--- src/rtl/ptrt_pkg.sv ---
`timescale 1ns / 1ps
// ----------------------------------------------------------------------------
// ptrt_pkg
// Types, sizes and codes shared by the task release table and its cells.
// ----------------------------------------------------------------------------
package ptrt_pkg;

    localparam int MAX_SLOTS  = 8;
    localparam int RESULT_CAP = 8;
    localparam int IDX_W      = $clog2(MAX_SLOTS);
    localparam int CNT_W      = $clog2(MAX_SLOTS + 1);
    localparam int NRES_W     = $clog2(RESULT_CAP + 1);

    // operation codes
    localparam logic [1:0] OP_ADD      = 2'd0;
    localparam logic [1:0] OP_TICK     = 2'd1;
    localparam logic [1:0] OP_DISPATCH = 2'd2;
    localparam logic [1:0] OP_DELETE   = 2'd3;

    // status codes
    localparam logic [1:0] ST_OK       = 2'd0;
    localparam logic [1:0] ST_FULL     = 2'd1;
    localparam logic [1:0] ST_BAD_SLOT = 2'd2;

    typedef struct packed {
        logic [7:0]  handle;
        logic [15:0] delay;
        logic [15:0] period;
        logic [7:0]  pending;
    } t_slot;

    typedef struct packed {
        logic load;
        logic shift;
        logic tick;
        logic dec;
    } t_cell_ctl;

    // low three bits of a slot position
    function automatic logic [2:0] slot_field(input logic [CNT_W-1:0] v);
        logic [CNT_W+2:0] w;
        w = {3'b000, v};
        return w[2:0];
    endfunction

endpackage

--- src/rtl/ptrt_cell.sv ---
`timescale 1ns / 1ps
// ----------------------------------------------------------------------------
// ptrt_cell
// One task slot: load, take over the neighbor's slot, tick, or consume a run.
// ----------------------------------------------------------------------------
module ptrt_cell
    import ptrt_pkg::*;
(
    input  logic      i_clk,
    input  t_cell_ctl i_ctl,
    input  t_slot     i_load,
    input  t_slot     i_next,
    output t_slot     o_slot
);

    t_slot r_slot;
    t_slot n_slot;

    always_comb begin
        n_slot = r_slot;
        if (i_ctl.load) begin
            n_slot = i_load;
        end else if (i_ctl.shift) begin
            n_slot = i_next;
        end else if (i_ctl.tick) begin
            if (r_slot.delay != 16'd0) begin
                n_slot.delay = r_slot.delay - 16'd1;
            end else begin
                n_slot.delay = r_slot.period;
                // saturate the run count
                if (r_slot.pending != 8'hFF) begin
                    n_slot.pending = r_slot.pending + 8'd1;
                end
            end
        end else if (i_ctl.dec) begin
            n_slot.pending = r_slot.pending - 8'd1;
        end
    end

    always_ff @(posedge i_clk) begin
        r_slot <= n_slot;
    end

    assign o_slot = r_slot;

endmodule

--- src/rtl/periodic_task_release_table_top.sv ---
`timescale 1ns / 1ps
// Add and delete give their single result in the cycle after the request; a
// tick gives no result. Dispatch walks one slot per cycle while the result
// side is not stalled; each result is held until the next run is found or
// the walk ends. Throughput: one request per cycle for add, tick and delete
// while the result side is not stalled; a dispatch blocks new requests until
// its walk ends. Reset (synchronous, active low) empties the table.
// ----------------------------------------------------------------------------
// periodic_task_release_table_top
// Time-triggered task release table built as a row of slot cells. The cells
// tick in parallel, shift down toward slot zero on removal, and are scanned
// one per cycle by the dispatch walk while the result side is not stalled.
// ----------------------------------------------------------------------------
module periodic_task_release_table_top
    import ptrt_pkg::*;
(
    input  logic        i_clk,
    input  logic        i_rst_n,
    // request channel
    input  logic        i_in_valid,
    output logic        o_in_stall,
    input  logic [1:0]  i_operation,
    input  logic [7:0]  i_task_handle,
    input  logic [15:0] i_first_delay,
    input  logic [15:0] i_repeat_period,
    input  logic [2:0]  i_slot_index,
    // result channel
    output logic        o_out_valid,
    input  logic        i_out_stall,
    output logic [1:0]  o_status,
    output logic [2:0]  o_slot,
    output logic [7:0]  o_run_handle,
    output logic        o_run_valid,
    output logic        o_last
);

    typedef enum logic {
        S_IDLE,
        S_WALK
    } t_state;

    localparam logic [CNT_W-1:0]  CNT_MAX = CNT_W'(MAX_SLOTS);
    localparam logic [NRES_W-1:0] N_CAP   = NRES_W'(RESULT_CAP);

    // control state
    t_state              r_state,      n_state;
    logic [CNT_W-1:0]    r_count,      n_count;
    logic [CNT_W-1:0]    r_idx,        n_idx;
    logic [NRES_W-1:0]   r_nres,       n_nres;
    logic                r_hold_valid, n_hold_valid;
    logic                r_out_valid,  n_out_valid;
    // payload
    logic [2:0]          r_hold_slot,  n_hold_slot;
    logic [7:0]          r_hold_handle, n_hold_handle;
    logic [1:0]          r_status,     n_status;
    logic [2:0]          r_slot,       n_slot;
    logic [7:0]          r_run_handle, n_run_handle;
    logic                r_run_valid,  n_run_valid;
    logic                r_last,       n_last;

    // cell row controls
    logic                load_en;
    logic                tick_en;
    logic                shift_en;
    logic                dec_en;
    logic [CNT_W-1:0]    shift_pos;
    t_slot               load_slot;
    t_slot               cells [MAX_SLOTS];
    t_slot               cur;

    logic                out_free;
    logic                in_accept;
    logic                walk_end;
    logic [CNT_W+2:0]    del_pos_w;
    logic [CNT_W+2:0]    count_w;

    assign out_free   = !r_out_valid || !i_out_stall;
    assign o_in_stall = (r_state != S_IDLE) || !out_free;
    assign in_accept  = i_in_valid && !o_in_stall;

    assign load_slot = '{handle: i_task_handle, delay: i_first_delay,
                         period: i_repeat_period, pending: 8'd0};

    assign del_pos_w = {{CNT_W{1'b0}}, i_slot_index};
    assign count_w   = {3'b000, r_count};

    // slot under the walk; only looked at while r_idx < r_count
    assign cur      = cells[r_idx[IDX_W-1:0]];
    assign walk_end = (r_idx >= r_count) || (r_nres == N_CAP);

    always_comb begin
        n_state       = r_state;
        n_count       = r_count;
        n_idx         = r_idx;
        n_nres        = r_nres;
        n_hold_valid  = r_hold_valid;
        n_hold_slot   = r_hold_slot;
        n_hold_handle = r_hold_handle;
        n_out_valid   = r_out_valid && i_out_stall;
        n_status      = r_status;
        n_slot        = r_slot;
        n_run_handle  = r_run_handle;
        n_run_valid   = r_run_valid;
        n_last        = r_last;
        load_en       = 1'b0;
        tick_en       = 1'b0;
        shift_en      = 1'b0;
        dec_en        = 1'b0;
        shift_pos     = r_idx;

        case (r_state)
            S_IDLE: begin
                if (in_accept) begin
                    case (i_operation)
                        OP_ADD: begin
                            n_out_valid  = 1'b1;
                            n_run_handle = 8'd0;
                            n_run_valid  = 1'b0;
                            n_last       = 1'b1;
                            if (r_count < CNT_MAX) begin
                                load_en  = 1'b1;
                                n_count  = r_count + 1'b1;
                                n_status = ST_OK;
                                n_slot   = slot_field(r_count);
                            end else begin
                                n_status = ST_FULL;
                                n_slot   = 3'd0;
                            end
                        end
                        OP_TICK: begin
                            tick_en = 1'b1;
                        end
                        OP_DISPATCH: begin
                            n_state      = S_WALK;
                            n_idx        = '0;
                            n_nres       = '0;
                            n_hold_valid = 1'b0;
                        end
                        OP_DELETE: begin
                            n_out_valid  = 1'b1;
                            n_slot       = i_slot_index;
                            n_run_handle = 8'd0;
                            n_run_valid  = 1'b0;
                            n_last       = 1'b1;
                            if (del_pos_w < count_w) begin
                                shift_en  = 1'b1;
                                shift_pos = del_pos_w[CNT_W-1:0];
                                n_count   = r_count - 1'b1;
                                n_status  = ST_OK;
                            end else begin
                                n_status = ST_BAD_SLOT;
                            end
                        end
                        default: begin
                            tick_en = 1'b0;
                        end
                    endcase
                end
            end
            S_WALK: begin
                if (walk_end) begin
                    // flush the held result as the final one
                    if (!r_hold_valid) begin
                        n_state = S_IDLE;
                    end else if (out_free) begin
                        n_out_valid  = 1'b1;
                        n_status     = ST_OK;
                        n_slot       = r_hold_slot;
                        n_run_handle = r_hold_handle;
                        n_run_valid  = 1'b1;
                        n_last       = 1'b1;
                        n_hold_valid = 1'b0;
                        n_state      = S_IDLE;
                    end
                end else if (cur.pending != 8'd0) begin
                    // a run found: release the older held one, hold this one
                    if (!r_hold_valid || out_free) begin
                        if (r_hold_valid) begin
                            n_out_valid  = 1'b1;
                            n_status     = ST_OK;
                            n_slot       = r_hold_slot;
                            n_run_handle = r_hold_handle;
                            n_run_valid  = 1'b1;
                            n_last       = 1'b0;
                        end
                        n_hold_valid  = 1'b1;
                        n_hold_slot   = slot_field(r_idx);
                        n_hold_handle = cur.handle;
                        n_nres        = r_nres + 1'b1;
                        if (cur.period == 16'd0) begin
                            // drop the one-shot slot; revisit this position
                            shift_en  = 1'b1;
                            shift_pos = r_idx;
                            n_count   = r_count - 1'b1;
                        end else begin
                            dec_en = 1'b1;
                            n_idx  = r_idx + 1'b1;
                        end
                    end
                end else begin
                    n_idx = r_idx + 1'b1;
                end
            end
            default: begin
                n_state = S_IDLE;
            end
        endcase
    end

    always_ff @(posedge i_clk) begin
        if (!i_rst_n) begin
            r_state      <= S_IDLE;
            r_count      <= '0;
            r_idx        <= '0;
            r_nres       <= '0;
            r_hold_valid <= 1'b0;
            r_out_valid  <= 1'b0;
        end else begin
            r_state      <= n_state;
            r_count      <= n_count;
            r_idx        <= n_idx;
            r_nres       <= n_nres;
            r_hold_valid <= n_hold_valid;
            r_out_valid  <= n_out_valid;
        end
        r_hold_slot   <= n_hold_slot;
        r_hold_handle <= n_hold_handle;
        r_status      <= n_status;
        r_slot        <= n_slot;
        r_run_handle  <= n_run_handle;
        r_run_valid   <= n_run_valid;
        r_last        <= n_last;
    end

    // row of slot cells; each takes its upper neighbor's slot on a shift
    for (genvar gi = 0; gi < MAX_SLOTS; gi++) begin : g_cell
        localparam logic [CNT_W-1:0] CI = CNT_W'(gi);
        t_cell_ctl ctl;
        t_slot     next_slot;

        assign ctl.load  = load_en && (r_count == CI);
        assign ctl.shift = shift_en && (CI >= shift_pos);
        assign ctl.tick  = tick_en;
        assign ctl.dec   = dec_en && (r_idx == CI);

        if (gi == MAX_SLOTS - 1) begin : g_end
            assign next_slot = '0;
        end else begin : g_mid
            assign next_slot = cells[gi + 1];
        end

        ptrt_cell u_cell (
            .i_clk  (i_clk),
            .i_ctl  (ctl),
            .i_load (load_slot),
            .i_next (next_slot),
            .o_slot (cells[gi])
        );
    end

    assign o_out_valid  = r_out_valid;
    assign o_status     = r_status;
    assign o_slot       = r_slot;
    assign o_run_handle = r_run_handle;
    assign o_run_valid  = r_run_valid;
    assign o_last       = r_last;

endmodule

--- config.mk ---
export PLATFORM = sky130hd
export DESIGN_NAME = periodic_task_release_table_top
export DESIGN_NICKNAME = d
export VERILOG_FILES = /design/src/rtl/ptrt_pkg.sv /design/src/rtl/ptrt_cell.sv /design/src/rtl/periodic_task_release_table_top.sv
export SDC_FILE = /design/constraint.sdc
export NUM_CORES = 1
export LEC_CHECK = 0
export ABC_AREA = 1
export ABC_CLOCK_PERIOD_IN_PS = 6040
export BUFFER_PORTS_ARGS = -buffer_cell sky130_fd_sc_hd__buf_4
export CAP_MARGIN = 10
export CORE_MARGIN = 1.5
export CORE_UTILIZATION = 55
export DETAILED_ROUTE_END_ITERATION = 8
export PLACE_DENSITY = 0.71
export SETUP_SLACK_MARGIN = 0.4
export SKIP_CTS_REPAIR_TIMING = 1
export SLEW_MARGIN = 20
export SYNTH_ARGS = -nofsm -noshare
export SYNTH_HDL_FRONTEND = slang
export SYNTH_SLANG_ARGS = --single-unit
--- constraint.sdc ---
create_clock -name i_clk -period 6.04 [get_ports i_clk]
set_input_delay 0.302 -clock i_clk [delete_from_list [all_inputs] [get_ports i_clk]]
set_output_delay 0.302 -clock i_clk [all_outputs]
set_load 0.005 [all_outputs]
==> flow_summary.toml, run 1 <==
[cts]
cts_inserted_buffers = 49
tritoncts_clock_tree = "yes"
cts.sink_count = 425
cts_buffer_depth = 3
root_buffer = "sky130_fd_sc_hd__clkbuf_16"
cts-htree-levels = 2
path_clk_slew_ns = 0.06
clk_latency_ns = 0.60

[placed_design]
placed_cells = 3992
place_hpwl_um = 62300
place_congestion = 1.07
setup_slack_at_placement_ns = 1.43
number_of_port_buffers = 65

[sta]
drv_slew = 0
min_period_ns = 4.57
setup_total_negative_slack_ns = 0
final_critical_path_setup_slack_ns = 1.47
timing.max_slew.rel_slack_pct = 22.7
skew_ns = 0.0190
worstMarginPinSlew_ns = 1.15
hold_viol = 0
fmax_mhz = 219
grt_setup_unrepaired = "no"
setup-violations-final = 0
holdWs_ns = 0.00439
final_min_period_over_clock_period_pct = 75.6

[detailed_routing]
via_per_inst = 5.89
detail-route-antenna-nets = 0
detailed_route_iter0_violations = 2483
drc_errors = 0
routed_wl_um = 83300
drtPass1Iterations = 6
vias = 24100
post_drt_wl_per_cell_um = 20.4

[worst_setup_path]
cp_cell_sequence = "inv_2 > ha_1 > nand3_1 > nand4_1 > nor3_1 > inv_1 > nor2_2 > nand2_2 > nand2_4 > nand2_1 > nand2_1 > o211ai_1"
cp-end-kind = "flop"
critPathArrivalTime_ns = 4.87
criticalPathCategory = "flop to flop"
worst-path-max-fanout = 32
cp-start-kind = "flop"
timing.critical_path.required_ns = 6.35
critical_path.slowest_cell = "sky130_fd_sc_hd__nand2_1"
critical_path.most_common_cell = "sky130_fd_sc_hd__nand2_1"
max_stage_delay_ns = 0.99

[global_routing]
globalRouteTotalUtil_pct = 33.3
initial_antenna_violation_count = 0
grt_remaining_overflow = 0
grt_start_max_net_pins = 84
grt_first_pass_wirelength_um = 128000
grt_pass1_vias = 22800

[logic_synthesis]
post_synth_main_area_contributors = "sky130_fd_sc_hd__edfxtp_1 (39%), sky130_fd_sc_hd__nand2_1 (11%), sky130_fd_sc_hd__o21ai_0 (9.0%)"
netlist_area_before_placement_sq_um = 26500
synth.yosys.warnings = 0
synthesis.nets = 3553
yosysTopAreaCell = "sky130_fd_sc_hd__edfxtp_1"
ys_types = 53
ys_async_sr_fraction_pct = 0
avgSynthCellArea_sq_um = 7.75
syn_inst = 3419
proportion_of_synthesized_chip_area_in_sequential_cells_pct = 45.2
yosys_most_used_dff = "sky130_fd_sc_hd__edfxtp_1"
post-synth-top-area-fraction_pct = 39.2
synth_edf_count = 346
postSynthRegisterBits = 425

[cells_and_area]
post_route_cells_drive_above_1_share_pct = 6.37
antenna_cells_inserted = 0
layout.core_utilization_pct = 61.0
area.growth.synth_to_final_pct = 9.80
post_layout_nonfiller_instances = 4084
nFillCells = 4330
nNetsFinal = 3563

[floorplanning]
die_w_um = 222
start_util_pct = 55.6
die-height_um = 222
coreArea_sq_um = 47600
io_pins = 66
placementRows = 80
dieArea_sq_um = 49500

[power_and_ir_drop]
vdd.ir_drop.worst_v = 0.000219
power_leakage_nw = 12.5
pwr_density_cell_nw_per_um2 = 316

[min_path]
holdCritPathClass = "input pin to flop"

[run]
drv_cap = 0

[run_status]
outcome = "completed"
==> routing by layer <==
metal  routed length, um  vias up  part of all wire [%]  track usage, %
li1                    -    11500                     -               -
met1               34100    11200                    41            43.8
met2               39000     1106                    47            55.7
met3                6930      200                   8.3            4.84
met4                3200        0                   3.8            13.0
met5                   0        -                     0               0
==> critical path: cells and delay by family, from the launching register on <==
family	cells	cell delay, ns
AND/OR/NAND/NOR	8	2.86
adder cells (fa/ha/maj)	1	0.36
flip-flops	1	0.32
buffers and inverters	2	0.59
AO/OA/AOI/OAI	1	0.14
==> cell usage after synthesis, drive strengths merged, types with 49 or more instances <==
cell type / instances
inv: 329
nand2: 801
o21ai: 481
nand3: 212
nor2: 478
dfxtp: 79
nor3: 55
xor2: 84
buf: 49
ha: 77
a21oi: 106
edfxtp: 346
clkbuf: 83
==> cells by family (layout without fill, tap and decap cells) <==
| family | after synthesis | count (layout) | synth area share, % |
|---|---|---|---|
| AO/OA/AOI/OAI | 701 | 701 | 14.3 |
| multiplexers | 4 | 4 | 0.151 |
| flip-flops | 425 | 425 | 45.2 |
| buffers and inverters | 465 | 515 | 6.91 |
| adder cells (fa/ha/maj) | 85 | 85 | 4.24 |
| XOR/XNOR | 117 | 117 | 3.87 |
| AND/OR/NAND/NOR | 1622 | 1622 | 25.3 |
==> final timing paths <==
check / start / to / slack [ns] / cells past startpoint
setup / recovery: r_idx[0] / g_cell[4].u_cell.o_slot[35] / 1.47 / 12
hold / removal: i_first_delay[1] / g_cell[1].u_cell.o_slot[25] / 0.004 / 3
setup reg to reg: r_idx[0] / g_cell[4].u_cell.o_slot[35] / 1.47 / 12
hold reg to reg: r_hold_valid / o_out_valid / 0.51 / 2
==> placed cells by master (no fill, tap or decap), types with 78 or more instances in the layout <==
master and instances:
sky130_fd_sc_hd__a21oi_1 101, sky130_fd_sc_hd__buf_4 90, sky130_fd_sc_hd__dfxtp_1 78, sky130_fd_sc_hd__edfxtp_1 346, sky130_fd_sc_hd__inv_1 321, sky130_fd_sc_hd__nand2_1 779, sky130_fd_sc_hd__nand3_1 211, sky130_fd_sc_hd__nor2_1 473
sky130_fd_sc_hd__o21ai_0 475, sky130_fd_sc_hd__xor2_1 84
==> final cells by class <==
type	instances	area, sq um	area share (%)
clock inverter	31	353	1.21
tap	615	769	2.65
clock buffer	60	1330	4.57
timing repair buffer	91	686	2.36
multi-input combinational	2529	12700	43.7
sequential	425	12000	41.2
inverter	333	1250	4.31
==> state kept, by name, indices dropped and copies added (netlist names) <==
| register | count |
|---|---|
| r_state | 1 |
| o_slot | 3 |
| o_status | 2 |
| r_nres | 4 |
| g_cell.u_cell.o_slot | 384 |
| r_count | 4 |
| r_hold_valid | 1 |
| o_out_valid | 1 |
| r_idx | 4 |
| r_hold_slot | 3 |
| o_run_handle | 8 |
| o_run_valid | 1 |
| r_hold_handle | 8 |
| o_last | 1 |
==> metrics by stage <==
stage               total power, mW  cell area, sq um
detailed placement             6.03             27400
global route                   9.67             29100
CTS                            9.17             29100
finish                         9.20             29100
global placement               5.96             27400
floorplan                      5.43             26500
==> power breakdown <==
group | total [mW] | switching, mW | internal (mW)
sequential | 3.84 | 0.354 | 3.49
combinational | 2.20 | 1.33 | 0.871
clock | 3.16 | 1.26 | 1.90
total | 9.20 | 2.94 | 6.26
No activity file was read; power rests on OpenSTA's default activity.
==> inputs of run 2 (changes only) <==
Settings changed: ABC_AREA 1 to 0, ABC_CLOCK_PERIOD_IN_PS 6040 to 4370.
Clock period 6.04 ns to 4.37 ns, I/O delays scaled along.
==> run 2 against run 1 <==
  * The flow now finishes with violations (hold timing)
  * Synthesized area is 3.4% lower
  * Core utilization increased by 1.1 points
  * Global-route usage down 2.3 points
  * Sequential power up 32%
  * Non-clock buffer count increased by 52
  * Critical endpoint is now g_cell[5].u_cell.o_slot[26]
==> flow_summary.toml, run 2 <==
[sta]
worstMarginPinSlew_ns = 1.07
min_period_ns = 3.77
final_min_period_over_clock_period_pct = 86.2
drv_slew = 0
setup_total_negative_slack_ns = 0
fmax_mhz = 265
skew_ns = 0.0275
hold_viol = 2
setup-violations-final = 0
grt_setup_unrepaired = "no"
timing.max_slew.rel_slack_pct = 28.7
holdWs_ns = -0.0129

[floorplanning]
io_pins = 66
dieArea_sq_um = 47800
die-height_um = 219
die_w_um = 219
placementRows = 78
coreArea_sq_um = 45700
start_util_pct = 56.0

[cells_and_area]
post_layout_nonfiller_instances = 3438
nFillCells = 3743
antenna_cells_inserted = 0
area.growth.synth_to_final_pct = 11.0
layout.core_utilization_pct = 62.2
most_frequent_cells_in_the_layout = "sky130_fd_sc_hd__nand2_1 (704), sky130_fd_sc_hd__edfxtp_1 (346), sky130_fd_sc_hd__nor2_1 (193)"
most_common_cell_after_layout_fill_and_taps_aside = "sky130_fd_sc_hd__nand2_1"
largest_register_ff_count = 384
nNetsFinal = 2934
layout.cell_area.non_filler_sq_um = 28400
post_route_cells_drive_above_1_share_pct = 10.6

[worst_setup_path]
criticalPathCategory = "flop to flop"
cp-start-kind = "flop"
critical_path.startpoint = "r_idx[2]"
ff2ff_path_depth = 8
regToRegStartpoint = "r_idx[2]"
worst-path-max-fanout = 25
critical_path.slowest_cell = "sky130_fd_sc_hd__dfxtp_1"
max_stage_delay_ns = 0.91
crit_end = "g_cell[5].u_cell.o_slot[26]"
cp_cell_sequence = "nand2b_1 > o31ai_1 > a31oi_1 > a21oi_4 > nor2_2 > a31oi_4 > nor2_1 > a221o_1"
cp-end-kind = "flop"
timing.critical_path.required_ns = 4.71
critPathArrivalTime_ns = 4.10
timing.reg2reg.setup_slack_ns = 0.60
rr_endpoint = "g_cell[5].u_cell.o_slot[26]"

[global_routing]
grt_remaining_overflow = 0
grt_start_max_net_pins = 65
grt_first_pass_wirelength_um = 115000
initial_antenna_violation_count = 1
globalRouteTotalUtil_pct = 31.0
grt_pass1_vias = 20400

[logic_synthesis]
proportion_of_synthesized_chip_area_in_sequential_cells_pct = 46.8
synthesis.nets = 2907
post_synth_most_frequent_cells = "sky130_fd_sc_hd__nand2_1 (709), sky130_fd_sc_hd__edfxtp_1 (346), sky130_fd_sc_hd__nor2_1 (193)"
synth.yosys.warnings = 0
netlist_area_before_placement_sq_um = 25600
yosysTopAreaCell = "sky130_fd_sc_hd__edfxtp_1"
synth_most_common_cell = "sky130_fd_sc_hd__nand2_1"
ys_types = 80
post-synth-top-area-fraction_pct = 40.6
syn_inst = 2773
yosys_most_used_dff = "sky130_fd_sc_hd__edfxtp_1"
synth_edf_count = 346
postSynthRegisterBits = 425
avgSynthCellArea_sq_um = 9.23
post_synth_main_area_contributors = "sky130_fd_sc_hd__edfxtp_1 (41%), sky130_fd_sc_hd__nand2_1 (10%), sky130_fd_sc_hd__dfxtp_1 (6.2%)"
ys_async_sr_fraction_pct = 0

[cts]
clk_latency_ns = 0.60
root_buffer = "sky130_fd_sc_hd__clkbuf_16"
cts_inserted_buffers = 47
cts_buffer_depth = 3
cts.sink_count = 425
tritoncts_clock_tree = "yes"
cts-htree-levels = 2
path_clk_slew_ns = 0.06

[placed_design]
number_of_port_buffers = 65
placed_cells = 3343
placed_area_sq_um = 26800
place_congestion = 0.928
place_hpwl_um = 54200

[detailed_routing]
detail-route-antenna-nets = 0
detailed_route_iter0_violations = 2163
via_per_inst = 6.15
vias = 21100
post_drt_wl_per_cell_um = 21.4
drtPass1Iterations = 6
routed_wl_um = 73700
drc_errors = 0

[power_and_ir_drop]
power_leakage_nw = 10.6
pwr_density_cell_nw_per_um2 = 393
power.total_mw = 11.2
vdd.ir_drop.worst_v = 0.000347

[min_path]
holdCritPathClass = "input pin to flop"
worstHoldPathCells = 3
hold_path.startpoint = "i_task_handle[5]"

[run]
drv_cap = 0

[run_status]
outcome = "finished with violations"
violations = "hold timing"
==> run 2: cell types whose count changed in the layout (fill, tap and decap cells not counted), sizes merged, moves of 41 or more <==
| cell | before | now |
|---|---|---|
| mux2i | 4 | 45 |
| a31oi | 12 | 78 |
| inv | 330 | 49 |
| nand3 | 212 | 59 |
| buf | 90 | 135 |
| o21ai | 481 | 141 |
| nand2 | 801 | 711 |
| xnor2 | 33 | 99 |
| nor2 | 478 | 194 |
==> run 2: cell families (layout without fill, tap and decap cells) <==
| group | after synthesis | after routing | share of synthesized area, % |
|---|---|---|---|
| AO/OA/AOI/OAI | 553 | 553 | 14.1 |
| flip-flops | 425 | 425 | 46.8 |
| multiplexers | 95 | 95 | 4.66 |
| buffers and inverters | 213 | 278 | 3.42 |
| XOR/XNOR | 143 | 143 | 4.89 |
| AND/OR/NAND/NOR | 1259 | 1259 | 21.8 |
| adder cells (fa/ha/maj) | 85 | 85 | 4.39 |
==> run 2: how the worst min path moves through the flow <==
stage	slack, ns	endpoint
after global routing	0.02	g_cell[2].u_cell.o_slot[45]
final	-0.01	g_cell[3].u_cell.o_slot[45]
after floorplan	0.37	r_count[3]
after CTS	-0.06	r_count[0]
after global placement	0.50	r_nres[3]
after detailed placement	0.52	o_run_handle[3]
==> run 2: worst max-delay path, delay by kind of cell (launching register included) <==
family	cells	cell delay (ns)
flip-flops	1	0.91
AO/OA/AOI/OAI	5	2.02
AND/OR/NAND/NOR	3	0.56
==> run 2: cell type report <==
class                           count  area, sq um  share of cell area, %
Inverter                           48          180                  0.634
Timing Repair Buffer              143         1180                   4.16
Multi-Input combinational cell   2135        12800                   45.0
Clock buffer                       56         1260                   4.43
Sequential cell                   425        12000                   42.2
Clock inverter                     31          274                  0.965
Tap cell                          600          751                   2.64
==> run 2: metrics by stage <==
stage | hold slack, ns | worst slack (ns)
floorplan | 0.369 | 0.498
global placement | 0.497 | 0.621
detailed placement | 0.520 | 0.640
CTS | -0.0560 | 0.606
global route | 0.0167 | 0.403
finish | -0.0129 | 0.601
==> run 2: routing by layer <==
metal  part of all wire [%]  track usage [%]  vias up
li1                       -                -    10100
met1                     43             43.8    10000
met2                     46             49.3      893
met3                    8.5             4.43      116
met4                    2.8             9.73        0
met5                      0                0        -
==> run 2: power breakdown <==
group,leakage [nW],total [mW],internal (mW),switching [mW]
sequential,3.77,5.08,4.69,0.398
combinational,6.03,2.09,0.948,1.14
clock,0.760,3.98,2.30,1.68
total,10.6,11.2,7.93,3.22
==> inputs of run 3 (changes only) <==
Settings changed: BUFFER_PORTS_ARGS -buffer_cell sky130_fd_sc_hd__buf_4 to default, DONT_BUFFER_PORTS from default to 1, PLACE_DENSITY 0.71 to 0.69.
==> run 3 against run 2 <==
  * The flow still finishes with violations (hold timing)
  * Clock power down 2%
  * Combinational power down 2%
  * Cell area down 0.90%
  * Largest cell class unchanged
  * Highest routed layer is now met5
==> flow_summary.toml, run 3 (synthesized netlist as in run 2, its figures left out) <==
[run_status]
outcome = "finished with violations"
violations = "hold timing"

[detailed_routing]
met3WireLength_um = 7010
detail-route-antenna-nets = 0
post_drt_wl_per_cell_um = 21.5
drc_errors = 0
route.top_layer_used = "met5"
via_per_inst = 6.19
detailed_route_iter0_violations = 2330
vias = 21100
met2_length_um = 33300
routed_wl_um = 73200
drtPass1Iterations = 6
met1_length_um = 30800

[sta]
setup-violations-final = 0
final_min_period_over_clock_period_pct = 88.4
fmax_mhz = 259
holdWs_ns = -0.00827
min_period_ns = 3.86
grt_setup_unrepaired = "yes"
drv_slew = 0
setup_total_negative_slack_ns = 0
worstMarginPinSlew_ns = 1.14
skew_ns = 0.0257
timing.max_slew.rel_slack_pct = 23.9
hold_viol = 1

[floorplanning]
io_pins = 66
coreArea_sq_um = 45700
placementRows = 78
start_util_pct = 56.0
dieArea_sq_um = 47800
die-height_um = 219
die_w_um = 219

[global_routing]
grt_first_pass_wirelength_um = 111000
globalRouteTotalUtil_pct = 29.8
grt_start_max_net_pins = 63
initial_antenna_violation_count = 9
grt_remaining_overflow = 0
grt_pass1_vias = 20100

[cts]
root_buffer = "sky130_fd_sc_hd__clkbuf_16"
tritoncts_clock_tree = "yes"
clk_latency_ns = 0.60
cts_buffer_depth = 3
cts-htree-levels = 2
cts_inserted_buffers = 46
path_clk_slew_ns = 0.06
cts.sink_count = 425

[worst_setup_path]
worst-path-max-fanout = 29
criticalPathCategory = "flop to flop"
cp-end-kind = "flop"
timing.reg2reg.setup_slack_ns = 0.51
critPathArrivalTime_ns = 4.17
cp-start-kind = "flop"
timing.critical_path.required_ns = 4.68

[power_and_ir_drop]
vdd.ir_drop.worst_v = 0.000337
pwr_density_cell_nw_per_um2 = 392
power_leakage_nw = 10.3

[run]
drv_cap = 0

[cells_and_area]
layout.core_utilization_pct = 61.6
most_common_cell_after_layout_fill_and_taps_aside = "sky130_fd_sc_hd__nand2_1"
nNetsFinal = 2898
most_frequent_cells_in_the_layout = "sky130_fd_sc_hd__nand2_1 (704), sky130_fd_sc_hd__edfxtp_1 (346), sky130_fd_sc_hd__nor2_1 (192)"
post_route_cells_drive_above_1_share_pct = 8.03
largest_register_ff_count = 384
final-seq-area_sq_um = 12000
area.growth.synth_to_final_pct = 9.99
multiInputGateArea_sq_um = 12800
nFillCells = 3817

[placed_design]
place_hpwl_um = 53700
place_congestion = 0.973
number_of_port_buffers = 0

[min_path]
holdCritPathClass = "input pin to flop"
run 3: cell types whose count changed in the layout (fill, tap and decap cells not counted), sizes merged, moves of 2 or more:
cell         delta
buf            -71
clkbuf          -3
clkinv          -2
dlygate4sd3    +35
diode           +5
run 3: per-stage QoR:
stage | area (sq um) | setup WS, ns | power [mW] | instances
final | 28200 | 0.507 | 11.0 | 3406
after global routing | 28100 | 0.401 | 11.5 | 3405
after CTS | 27700 | 0.156 | 10.9 | 3357
after detailed placement | 26200 | 0.191 | 7.04 | 3272
after global placement | 26200 | 0.326 | 6.94 | 3272
after floorplan | 25600 | 0.498 | 6.58 | 2773
run 3: final cells by class:
cell class / count / area share, %
multi-input combinational: 2136 / 45.5
inverter: 48 / 0.640
clock inverter: 32 / 1.08
antenna: 5 / 0.0444
tap: 600 / 2.67
clock buffer: 53 / 4.22
sequential: 425 / 42.5
timing repair buffer: 107 / 3.32
run 3: power by group:
part,internal (mW),switching (mW)
sequential,4.69,0.383
clock,2.25,1.67
combinational,0.927,1.11
total,7.86,3.17
run 3: final timing paths:
check,to,cells past startpoint,from
setup / recovery,g_cell[6].u_cell.o_slot[26],10,r_idx[0]
hold / removal,o_out_valid,3,i_out_stall
setup reg to reg,g_cell[6].u_cell.o_slot[26],10,r_idx[0]
hold reg to reg,o_run_handle[0],1,r_hold_handle[0]
run 3: worst max-delay path: stages, from the launching register on:
cell	delay [ns]
sky130_fd_sc_hd__dfxtp_2	0.33
sky130_fd_sc_hd__buf_4	0.39
sky130_fd_sc_hd__nor4b_2	0.46
sky130_fd_sc_hd__nand4_1	0.22
sky130_fd_sc_hd__a21oi_1	0.33
sky130_fd_sc_hd__a21o_1	0.39
sky130_fd_sc_hd__a21o_2	0.40
sky130_fd_sc_hd__a31oi_4	0.34
sky130_fd_sc_hd__nand2_1	0.19
sky130_fd_sc_hd__buf_4	0.36
sky130_fd_sc_hd__o211ai_1	0.15
run 3: metal layers:
| metal | global-route usage (%) | vias to the layer above |
|---|---|---|
| met1 | 41.6 | 9945 |
| met5 | 0 | - |
| li1 | - | 10000 |
| met2 | 47.5 | 951 |
| met4 | 10.7 | 8 |
| met3 | 4.13 | 137 |
